[config.mk]
export PLATFORM = sky130hd
export DESIGN_NAME = tpmd_ctrl
export DESIGN_NICKNAME = d
export VERILOG_FILES = /design/src/sv/tpmd_pkg.sv /design/src/sv/tpmd_ctrl.sv
export SDC_FILE = /design/constraint.sdc
export NUM_CORES = 1
export LEC_CHECK = 0
export ABC_CLOCK_PERIOD_IN_PS = 2050
export BUFFER_PORTS_ARGS = -buffer_cell sky130_fd_sc_hd__buf_2
export CAP_MARGIN = 20
export CORE_AREA = 2 2 39 41
export DETAILED_ROUTE_END_ITERATION = 12
export DIE_AREA = 0 0 41 43
export PLACE_DENSITY = 0.71
export SLEW_MARGIN = 25
export SYNTH_ARGS = -nofsm -noshare
export SYNTH_HDL_FRONTEND = slang
export SYNTH_SLANG_ARGS = --single-unit
[constraint.sdc]
create_clock -name clk -period 2.05 [get_ports clk]
set_clock_uncertainty 0.05 [all_clocks]
set_input_delay 0.205 -clock clk [delete_from_list [all_inputs] [get_ports clk]]
set_output_delay 0.205 -clock clk [all_outputs]
set_load 0.02 [all_outputs]
[src/sv/tpmd_pkg.sv]
// Shared types, field positions and constants of the tabular policy motor drive.
package tpmd_pkg;

    localparam int SAMPLE_W     = 24;
    localparam int ADDR_W       = 17;
    localparam int ACTION_W     = 2;
    localparam int MAG_W        = 11;
    localparam int DRIVE_W      = 13;
    localparam int DECAY_W      = 14;
    localparam int GATE_ANGLE_W = 5;
    localparam int GATE_RATE_W  = 6;
    localparam int CFG_INDEX_W  = 1;
    localparam int CFG_DATA_W   = 6;
    localparam int S_TDATA_W    = 96;
    localparam int M_TDATA_W    = 16;
    localparam int STEP_W       = 3;

    localparam int ADDR_LSB   = 0;
    localparam int ACTION_LSB = 17;
    localparam int ANGLE_LSB  = 19;
    localparam int RATE_LSB   = 43;
    localparam int WHEEL_LSB  = 67;

    localparam int ANGLE_HALF_SPAN = 23040;
    localparam int RATE_HALF_SPAN  = 29335;
    localparam int WHEEL_HALF_SPAN = 440032;

    localparam logic signed [DRIVE_W-1:0] DRIVE_KICK   = 13'sd2180;
    localparam logic signed [14:0]        DECAY_OFFSET = 15'sd1200;
    localparam logic [DECAY_W-1:0]        RECIP_FIVE   = 14'd13108;
    localparam int                        RECIP_SHIFT  = 16;
    localparam logic [MAG_W-1:0]          MAG_MAX      = 11'd1984;

    localparam logic KIND_WRITE = 1'b0;
    localparam logic KIND_TICK  = 1'b1;

    localparam logic signed [ACTION_W-1:0] ACT_INVALID = 2'sb10;
    localparam logic signed [ACTION_W-1:0] ACT_NEG     = 2'sb11;
    localparam logic signed [ACTION_W-1:0] ACT_ZERO    = 2'sb00;
    localparam logic signed [ACTION_W-1:0] ACT_POS     = 2'sb01;

    localparam logic [CFG_INDEX_W-1:0] REG_GATE_ANGLE = 1'b0;
    localparam logic [CFG_INDEX_W-1:0] REG_GATE_RATE  = 1'b1;

    typedef struct packed {
        logic              write;
        logic              load;
        logic              step;
        logic [STEP_W-1:0] step_bit;
        logic              addr1;
        logic              addr2;
        logic              read;
        logic              update;
        logic              decay1;
        logic              decay2;
    } tpmd_cmd_t;

endpackage

[src/sv/tpmd_ctrl.sv]
// Sequencing state machine of the tabular policy motor drive.
module tpmd_ctrl #(
    parameter int SEARCH_STEPS = 7
) (
    input  logic                clk,
    input  logic                rst_n,
    input  logic                s_tvalid,
    output logic                s_tready,
    input  logic                s_kind,
    output logic                m_tvalid,
    input  logic                m_tready,
    output tpmd_pkg::tpmd_cmd_t cmd
);

    typedef enum logic [2:0] {
        ST_IDLE,
        ST_SEARCH,
        ST_ADDR1,
        ST_ADDR2,
        ST_READ,
        ST_UPDATE,
        ST_DECAY1,
        ST_DECAY2
    } state_t;

    localparam logic [tpmd_pkg::STEP_W-1:0] LAST_STEP = tpmd_pkg::STEP_W'(SEARCH_STEPS - 1);

    state_t                        state_reg;
    state_t                        state_next;
    logic [tpmd_pkg::STEP_W-1:0]   step_reg;
    logic [tpmd_pkg::STEP_W-1:0]   step_next;
    logic                          out_valid_reg;
    logic                          out_valid_next;
    logic                          slot_free;

    always_comb
    begin
        cmd            = '0;
        cmd.step_bit   = step_reg;
        state_next     = state_reg;
        step_next      = step_reg;
        slot_free      = !out_valid_reg || m_tready;
        out_valid_next = out_valid_reg && !m_tready;
        case (state_reg)
            ST_IDLE:
            begin
                if (s_tvalid)
                begin
                    if (s_kind == tpmd_pkg::KIND_TICK)
                    begin
                        cmd.load   = 1'b1;
                        step_next  = LAST_STEP;
                        state_next = ST_SEARCH;
                    end
                    else
                    begin
                        cmd.write = 1'b1;
                    end
                end
            end
            ST_SEARCH:
            begin
                cmd.step = 1'b1;
                if (step_reg == '0)
                begin
                    state_next = ST_ADDR1;
                end
                else
                begin
                    step_next = step_reg - 1'b1;
                end
            end
            ST_ADDR1:
            begin
                cmd.addr1  = 1'b1;
                state_next = ST_ADDR2;
            end
            ST_ADDR2:
            begin
                cmd.addr2  = 1'b1;
                state_next = ST_READ;
            end
            ST_READ:
            begin
                cmd.read   = 1'b1;
                state_next = ST_UPDATE;
            end
            ST_UPDATE:
            begin
                cmd.update = 1'b1;
                state_next = ST_DECAY1;
            end
            ST_DECAY1:
            begin
                cmd.decay1 = 1'b1;
                state_next = ST_DECAY2;
            end
            ST_DECAY2:
            begin
                if (slot_free)
                begin
                    cmd.decay2     = 1'b1;
                    out_valid_next = 1'b1;
                    state_next     = ST_IDLE;
                end
            end
            default:
            begin
                state_next = ST_IDLE;
            end
        endcase
    end

    always_ff @(posedge clk or negedge rst_n)
    begin
        if (!rst_n)
        begin
            state_reg     <= ST_IDLE;
            step_reg      <= '0;
            out_valid_reg <= 1'b0;
        end
        else
        begin
            state_reg     <= state_next;
            step_reg      <= step_next;
            out_valid_reg <= out_valid_next;
        end
    end

    assign s_tready = (state_reg == ST_IDLE);
    assign m_tvalid = out_valid_reg;

`ifndef NO_ASSERTIONS
    a_cmd_onehot: assert property (@(posedge clk) disable iff (!rst_n)
        $onehot0({cmd.write, cmd.load, cmd.step, cmd.addr1, cmd.addr2,
                  cmd.read, cmd.update, cmd.decay1, cmd.decay2}))
        else $error("More than one datapath command in one cycle.");

    a_result_shown: assert property (@(posedge clk) disable iff (!rst_n)
        cmd.decay2 |=> out_valid_reg)
        else $error("A finished result was not presented.");

    a_result_held: assert property (@(posedge clk) disable iff (!rst_n)
        (out_valid_reg && !m_tready) |=> out_valid_reg)
        else $error("A stalled result was dropped.");

    a_search_end: assert property (@(posedge clk) disable iff (!rst_n)
        (state_reg == ST_SEARCH && step_reg == '0) |=> (state_reg == ST_ADDR1))
        else $error("The grid search did not end on its last bit.");
`endif

endmodule

==> reports/results.tsv, run 1 <==
stage	metric	value	unit
run_status	outcome	finished clean	
die	Rows	14	
die	starting density of the core	39.8	%
cts	TritonCTS Buffers	3	
grt	vias in the first global route	402	
synth	mux cell area share after synthesis	6.59	%
synth	simple-gate share of the synthesized area	34.5	%
timing	FMAX	563	MHz
synth	synthesized area	551	um2
cells_and_area	share of layout cells above drive strength 1	39.2	%
timing	RSZ-0062 raised after global routing	no	
power	Power Density	1610	nW/um2
die	Chip Width	41	um
synth	main combinational cell family by area after synthesis	simple AND/OR/NAND/NOR gates	
cts	TritonCTS clock tree	done	
cells_and_area	post-layout net count	91	
worst_setup_path	crit path max fanout	5	
synth	Yosys warnings	0	
timing	Rel. slew slack	70.6	%
cts	# clock sinks	7	
grt	GRT overflow	0	
detailed_routing	number of vias per cell	4.68	
synth	flops & latches, synth	7	
placed_design	Buffers on Ports	18	
synth	asr flop ratio synth	100	%
die	DIE AREA	1760	um2
placed_design	Placer Congestion	0.712	
grt	initial antenna violation count	0	
timing	Final min period	1.78	ns
synth	Synth Area in Compound Gates	7.95	%
cells_and_area	Fillers	129	
placed_design	placed cell count	90	
die	die height	43	um
timing	Final TNS setup	0	ns
placed_design	hpwl dp	804	um
detailed_routing	Starting DRT DRC Count	4	
cells_and_area	most common cell after layout, fill and taps aside	buf_2	
cts	Setup Buffers After CTS	0	
timing	Final period util	86.7	%
cts	# H-tree levels	1	
synth	Syn Nets	68	
detailed_routing	drt drc	0	
worst_setup_path	startpoint types	register	
synth	Syn Area/Cell	9.66	um2
run	MaxCap Viol Count	0	
synth	Synth Area in XOR/XNOR	0	%
worst_setup_path	CP arrival	1.85	ns
worst_setup_path	crit path capture type	register	
timing	Min Hold Slack	0.227	ns
detailed_routing	WL final	1.01	mm
cts	Worst-Skew Late Latency	0.24	ns
synth	sequential share of the synthesized area	31.8	%
cells_and_area	most frequent cells in the layout	18 x buf_2, 7 x nand2_1, 7 x dfrtp_1, 6 x ha_1, 5 x inv_1	
detailed_routing	post-route ant nets	0	
cts	clock buffer depth	2	
power	leakage power	0.368	nW
synth	Post-synth top flop	dfrtp_1	
grt	largest net degree at the start of global routing	12	
hold_path	worst min path class	input pin to register	
detailed_routing	via count	445	
grt	first-pass GRT wire length	1.61	mm
detailed_routing	Avg WL per Cell	10.7	um
timing	setup-violating endpoint count in the final report	0	
die	IO Pins	19	
timing	final hold vios	0	
timing	max-slew violation count	0	
worst_setup_path	Critical Path RT	2.13	ns
synth	Post-synth EDFFs	0	
synth	Synth Instances	57	
detailed_routing	TritonRoute pass-1 iters	2	
cts	clk root buf	clkbuf_4	
timing	Worst Tran Pin Value	0.441	ns
synth	Cell variety after synth	27	
die	Core Box Area	1380	um2
worst_setup_path	critical path class	register to register	
power	Max VDD drop	0.534	mV
cells_and_area	Area growth, synth to finish	24.5	%
synth	Adder-Cell Fraction of Synth Area	13.6	%
cells_and_area	n_diodes	0	
grt	total track usage	14.2	%
cts	CTS clk-pin slew, worst paths	0.05	ns
cells_and_area	Post-Layout Cell Count	95	
power	Design Power	0.00110	W
[through the flow]
step	cell area (um2)	util [%]	setup WS, ns
6_report	686	49.5	0.273
5_1_grt	686	49.5	0.192
4_1_cts	686	49.5	0.267
3_5_place_dp	649	46.9	0.280
3_3_place_gp	649	46.9	0.328
2_1_floorplan	551	-	0.361
[worst max-delay path, cell delays in order (launching register included)]
cell	delay (ns)
dfrtp_1	0.38
inv_1	0.09
ha_1	0.24
nor2b_4	0.15
and2_4	0.17
nor4_4	0.27
mux2_4	0.33
[metal layers]
layer	global-route usage (%)	vias up	wire (um)
met3	4.71	2	67
met1	17.0	197	479
li1	-	235	-
met5	0	-	0
met4	10.0	0	14
met2	20.3	11	452
[power breakdown]
group | leakage, nW | internal [W] | switching, W
registers | 0.0810 | 0.000202 | 0.0000759
clock network | 0.0150 | 0.0000739 | 0.0000452
logic | 0.272 | 0.000319 | 0.000387
total | 0.368 | 0.000595 | 0.000508
[layout make-up]
type / count / area (um2) / area share, %
sequential: 7 / 175 / 25.5
timing repair buffer: 19 / 100 / 14.6
tap: 16 / 20.0 / 2.92
clock buffer: 4 / 26.3 / 3.83
inverter: 5 / 18.8 / 2.74
multi-input combinational: 44 / 345 / 50.4
[final timing paths]
check	start	slack (ns)	cells after the start	to
max reg2reg	state_reg[0]	0.27	6	step_reg[1]
min reg2reg	step_reg[1]	0.51	1	step_reg[1]
max	state_reg[0]	0.27	6	step_reg[1]
max in group asynchronous	rst_n	1.50	2	step_reg[1]
min	m_tready	0.23	3	m_tvalid
min in group asynchronous	rst_n	0.29	2	state_reg[2]
[what timing repair did]
| action | in CTS | in global routing |
|---|---|---|
| resized for setup | 0 | 0 |
| hold buffers | 1 | 0 |
| endpoints found under the hold margin | 7 | 0 |
[synthesized netlist by cell type, drive strengths merged (2+ instances only)]
library cell | n | area, um2
nand3 | 2 | 15.0
nor2 | 4 | 15.0
and2 | 4 | 27.5
o21ai | 3 | 18.8
inv | 5 | 18.8
dfrtp | 7 | 175
nand2 | 7 | 26.3
ha | 6 | 75.1
nor2b | 5 | 46.3
mux2 | 2 | 26.3
[logic make-up after synthesis]
kind of cell | count (synthesis)
AO/OA/AOI/OAI | 6
adder cells (fa/ha/maj) | 6
buffers and inverters | 6
flip-flops | 7
multiplexers | 3
AND/OR/NAND/NOR | 29
Note: power is estimated with default switching activity, not from simulation.
==> run 2, diff against run 1 <==
--- a/config.mk
+++ b/config.mk
@@ -5,13 +5,14 @@
 export SDC_FILE = /design/constraint.sdc
 export NUM_CORES = 1
 export LEC_CHECK = 0
-export ABC_CLOCK_PERIOD_IN_PS = 2050
+export ABC_CLOCK_PERIOD_IN_PS = 1600
 export BUFFER_PORTS_ARGS = -buffer_cell sky130_fd_sc_hd__buf_2
 export CAP_MARGIN = 20
-export CORE_AREA = 2 2 39 41
+export CORE_MARGIN = 2
+export CORE_UTILIZATION = 42
 export DETAILED_ROUTE_END_ITERATION = 12
-export DIE_AREA = 0 0 41 43
-export PLACE_DENSITY = 0.71
+export PLACE_DENSITY = 0.75
+export SKIP_LAST_GASP = 1
 export SLEW_MARGIN = 25
 export SYNTH_ARGS = -nofsm -noshare
 export SYNTH_HDL_FRONTEND = slang
==> constraint.sdc (replaced) <==
create_clock -name clk -period 1.6 [get_ports clk]
set_clock_uncertainty 0.05 [all_clocks]
set_input_delay 0.16 -clock clk [delete_from_list [all_inputs] [get_ports clk]]
set_output_delay 0.16 -clock clk [all_outputs]
set_load 0.02 [all_outputs]
==> run 2 against run 1 <==
  * Combinational power grew 69%
  * The flow now finishes with violations (negative setup slack)
  * Final cell count rose by 7.4%
  * Flip-flop and latch count did not move
  * Clock power grew 30%
  * Largest power group unchanged
  * Register-to-register slack lost 0.28 ns
  * First-iteration DRC count is 25% higher
  * Sequential power up 16%
==> reports/results.tsv, run 2 (synthesized netlist as in run 1, its figures left out) <==
stage	metric	value	unit	change
power	Clk pwr share	9.3	%	-1.5 points
run	MaxCap Viol Count	0		unchanged
timing	max-slew violation count	0		unchanged
power	Power Density	2100	nW/um2	+30%
worst_setup_path	crit path capture type	register		
timing	Worst Tran Pin Value	0.267	ns	-0.174 ns
timing	Setup WS post-layout	-0.00673	ns	-0.280 ns
cts	clk root buf	clkbuf_4		
die	Chip Width	40.2	um	-1.9%
power	Comb pwr share	71.3	%	+7.3 points
timing	Final min period	1.61	ns	-0.170 ns
cells_and_area	Area growth, synth to finish	44.5	%	
die	die height	40.2	um	-6.5%
cts	# H-tree levels	1		unchanged
timing	Final period util	100	%	+14 points
cells_and_area	post-layout net count	99		+8.8%
cells_and_area	most common cell after layout, fill and taps aside	buf_2		
detailed_routing	Avg WL per Cell	11.2	um	+5.2%
grt	first-pass GRT wire length	1.74	mm	+8.2%
grt	GRT overflow	0		unchanged
die	starting density of the core	43.4	%	+3.6 points
power	leakage power	0.406	nW	+10%
die	DIE AREA	1620	um2	-8.3%
grt	total track usage	17.3	%	+3.1 points
worst_setup_path	worst reg-to-reg setup slack	-0.007	ns	-0.28 ns
cells_and_area	Fillers	107		-17%
timing	Rel. slew slack	82.1	%	+11 points
cells_and_area	share of layout cells above drive strength 1	54.0	%	+15 points
power	Switch Pwr	0.000736	W	+45%
power	Max VDD drop	1.15	mV	+120%
grt	largest net degree at the start of global routing	11		-1
detailed_routing	number of vias per cell	4.77		+1.9%
worst_setup_path	Reg2Reg Capture Point	step_reg[1]		
grt	initial antenna violation count	0		unchanged
cts	# clock sinks	7		unchanged
run_status	failing checks	negative setup slack		
cts	clock buffer depth	2		unchanged
worst_setup_path	critical path class	register to register		
die	Core Box Area	1270	um2	-8.3%
detailed_routing	post-route ant nets	0		unchanged
timing	FMAX	622	MHz	+11%
detailed_routing	TritonRoute pass-1 iters	3		+1
placed_design	hpwl dp	895	um	+11%
power	Design Power	0.00167	W	+51%
hold_path	worst min path class	input pin to register		
detailed_routing	via count	487		+9.4%
worst_setup_path	r2r worst-path depth	6		unchanged
worst_setup_path	startpoint types	register		
die	IO Pins	19		unchanged
power	P_int	0.000933	W	+57%
run_status	outcome	complete, but fails checks		
cells_and_area	Util after Layout	62.7	%	+13 points
detailed_routing	drt drc	0		unchanged
hold_path	Hold Startpoint	m_tready		
worst_setup_path	reg-to-reg startpoint	state_reg[1]		
worst_setup_path	crit path max fanout	3		-2
power	share of power burned in registers	19.4	%	-5.8 points
cts	TritonCTS Buffers	3		unchanged
hold_path	worst hold path endpoint	m_tvalid		
cells_and_area	most frequent cells in the layout	16 x buf_2, 7 x dfrtp_1, 7 x buf_4, 6 x nand2_1, 4 x ha_1		
timing	final hold vios	0		unchanged
cts	Worst-Skew Late Latency	0.25	ns	about the same
grt	vias in the first global route	459		+14%
placed_design	Buffers on Ports	18		unchanged
detailed_routing	Starting DRT DRC Count	5		+1
cells_and_area	n_diodes	0		unchanged
timing	setup-violating endpoint count in the final report	2		+2
cts	CTS clk-pin slew, worst paths	0.05	ns	about the same
cts	TritonCTS clock tree	done		
placed_design	Placer Congestion	0.767		+7.8%
worst_setup_path	CP arrival	1.68	ns	-0.17 ns
detailed_routing	WL final	1.15	mm	+13%
timing	Final TNS setup	-0.0127	ns	-0.0127 ns
timing	RSZ-0062 raised after global routing	yes		
power	sw frac	44.1	%	-1.9 points
hold_path	hold path depth	3		unchanged
worst_setup_path	Critical Path RT	1.68	ns	-0.45 ns
die	Rows	13		-1
[run 2: cell type report]
type,instances,area [um2],area share (%)
multi-input cells,44,380,47.8
flip-flops and latches,7,175,22.0
well taps,15,18.8,2.36
repair buffers,27,176,22.2
inverters,5,18.8,2.36
clock buffers,4,26.3,3.30
[run 2: per-stage QoR]
step / instances / area, um2 / setup slack (ns) / hold WS (ns)
finish: 102 / 796 / -0.00673 / 0.174
global route: 102 / 796 / -0.0695 / 0.191
CTS: 102 / 773 / -0.00977 / 0.171
detailed placement: 96 / 713 / -0.0604 / -0.0566
global placement: 96 / 713 / -0.0389 / -0.0508
floorplan: 57 / 563 / -0.0840 / -0.186
[run 2: metal layers]
layer,vias to the layer above,wire length (um),global-route usage [%]
met5,-,0,0
met4,0,0,14.2
met3,0,36,3.89
met2,12,615,27.4
met1,229,493,19.6
li1,246,-,-
[run 2: worst max-delay path by stage]
stage | start | cells after the start | endpoint
5_1_grt | state_reg[0] | 6 | step_reg[1]
3_5_place_dp | state_reg[0] | 6 | step_reg[1]
4_1_cts | state_reg[0] | 5 | cmd[9]
3_3_place_gp | state_reg[1] | 6 | step_reg[1]
2_1_floorplan | state_reg[0] | 6 | step_reg[1]
6_report | state_reg[1] | 6 | step_reg[1]
[run 2: power by group through the flow]
stage          Sequential [W]  Combinational, W  Clock (W)
2_1_floorplan        0.000375          0.000717          0
3_3_place_gp         0.000319           0.00108          0
3_5_place_dp         0.000320           0.00111          0
4_1_cts              0.000319           0.00117   0.000160
5_1_grt              0.000336           0.00130   0.000165
6_report             0.000323           0.00119   0.000155
[run 2: critical path: stages, from the launching register on]
cell,delay (ns)
dfrtp_1,0.35
inv_2,0.06
ha_4,0.15
nor2b_4,0.12
and2_4,0.15
nor4_4,0.26
mux2_4,0.33
[run 2: repair_timing]
item                                    in CTS  in global routing
resized for setup                            5                  6
hold buffers                                 1                  0
pin swaps                                    1                  4
buffers inserted                             1                  0
hold endpoints to repair                     7                  0
endpoints found under the setup margin       3                  9
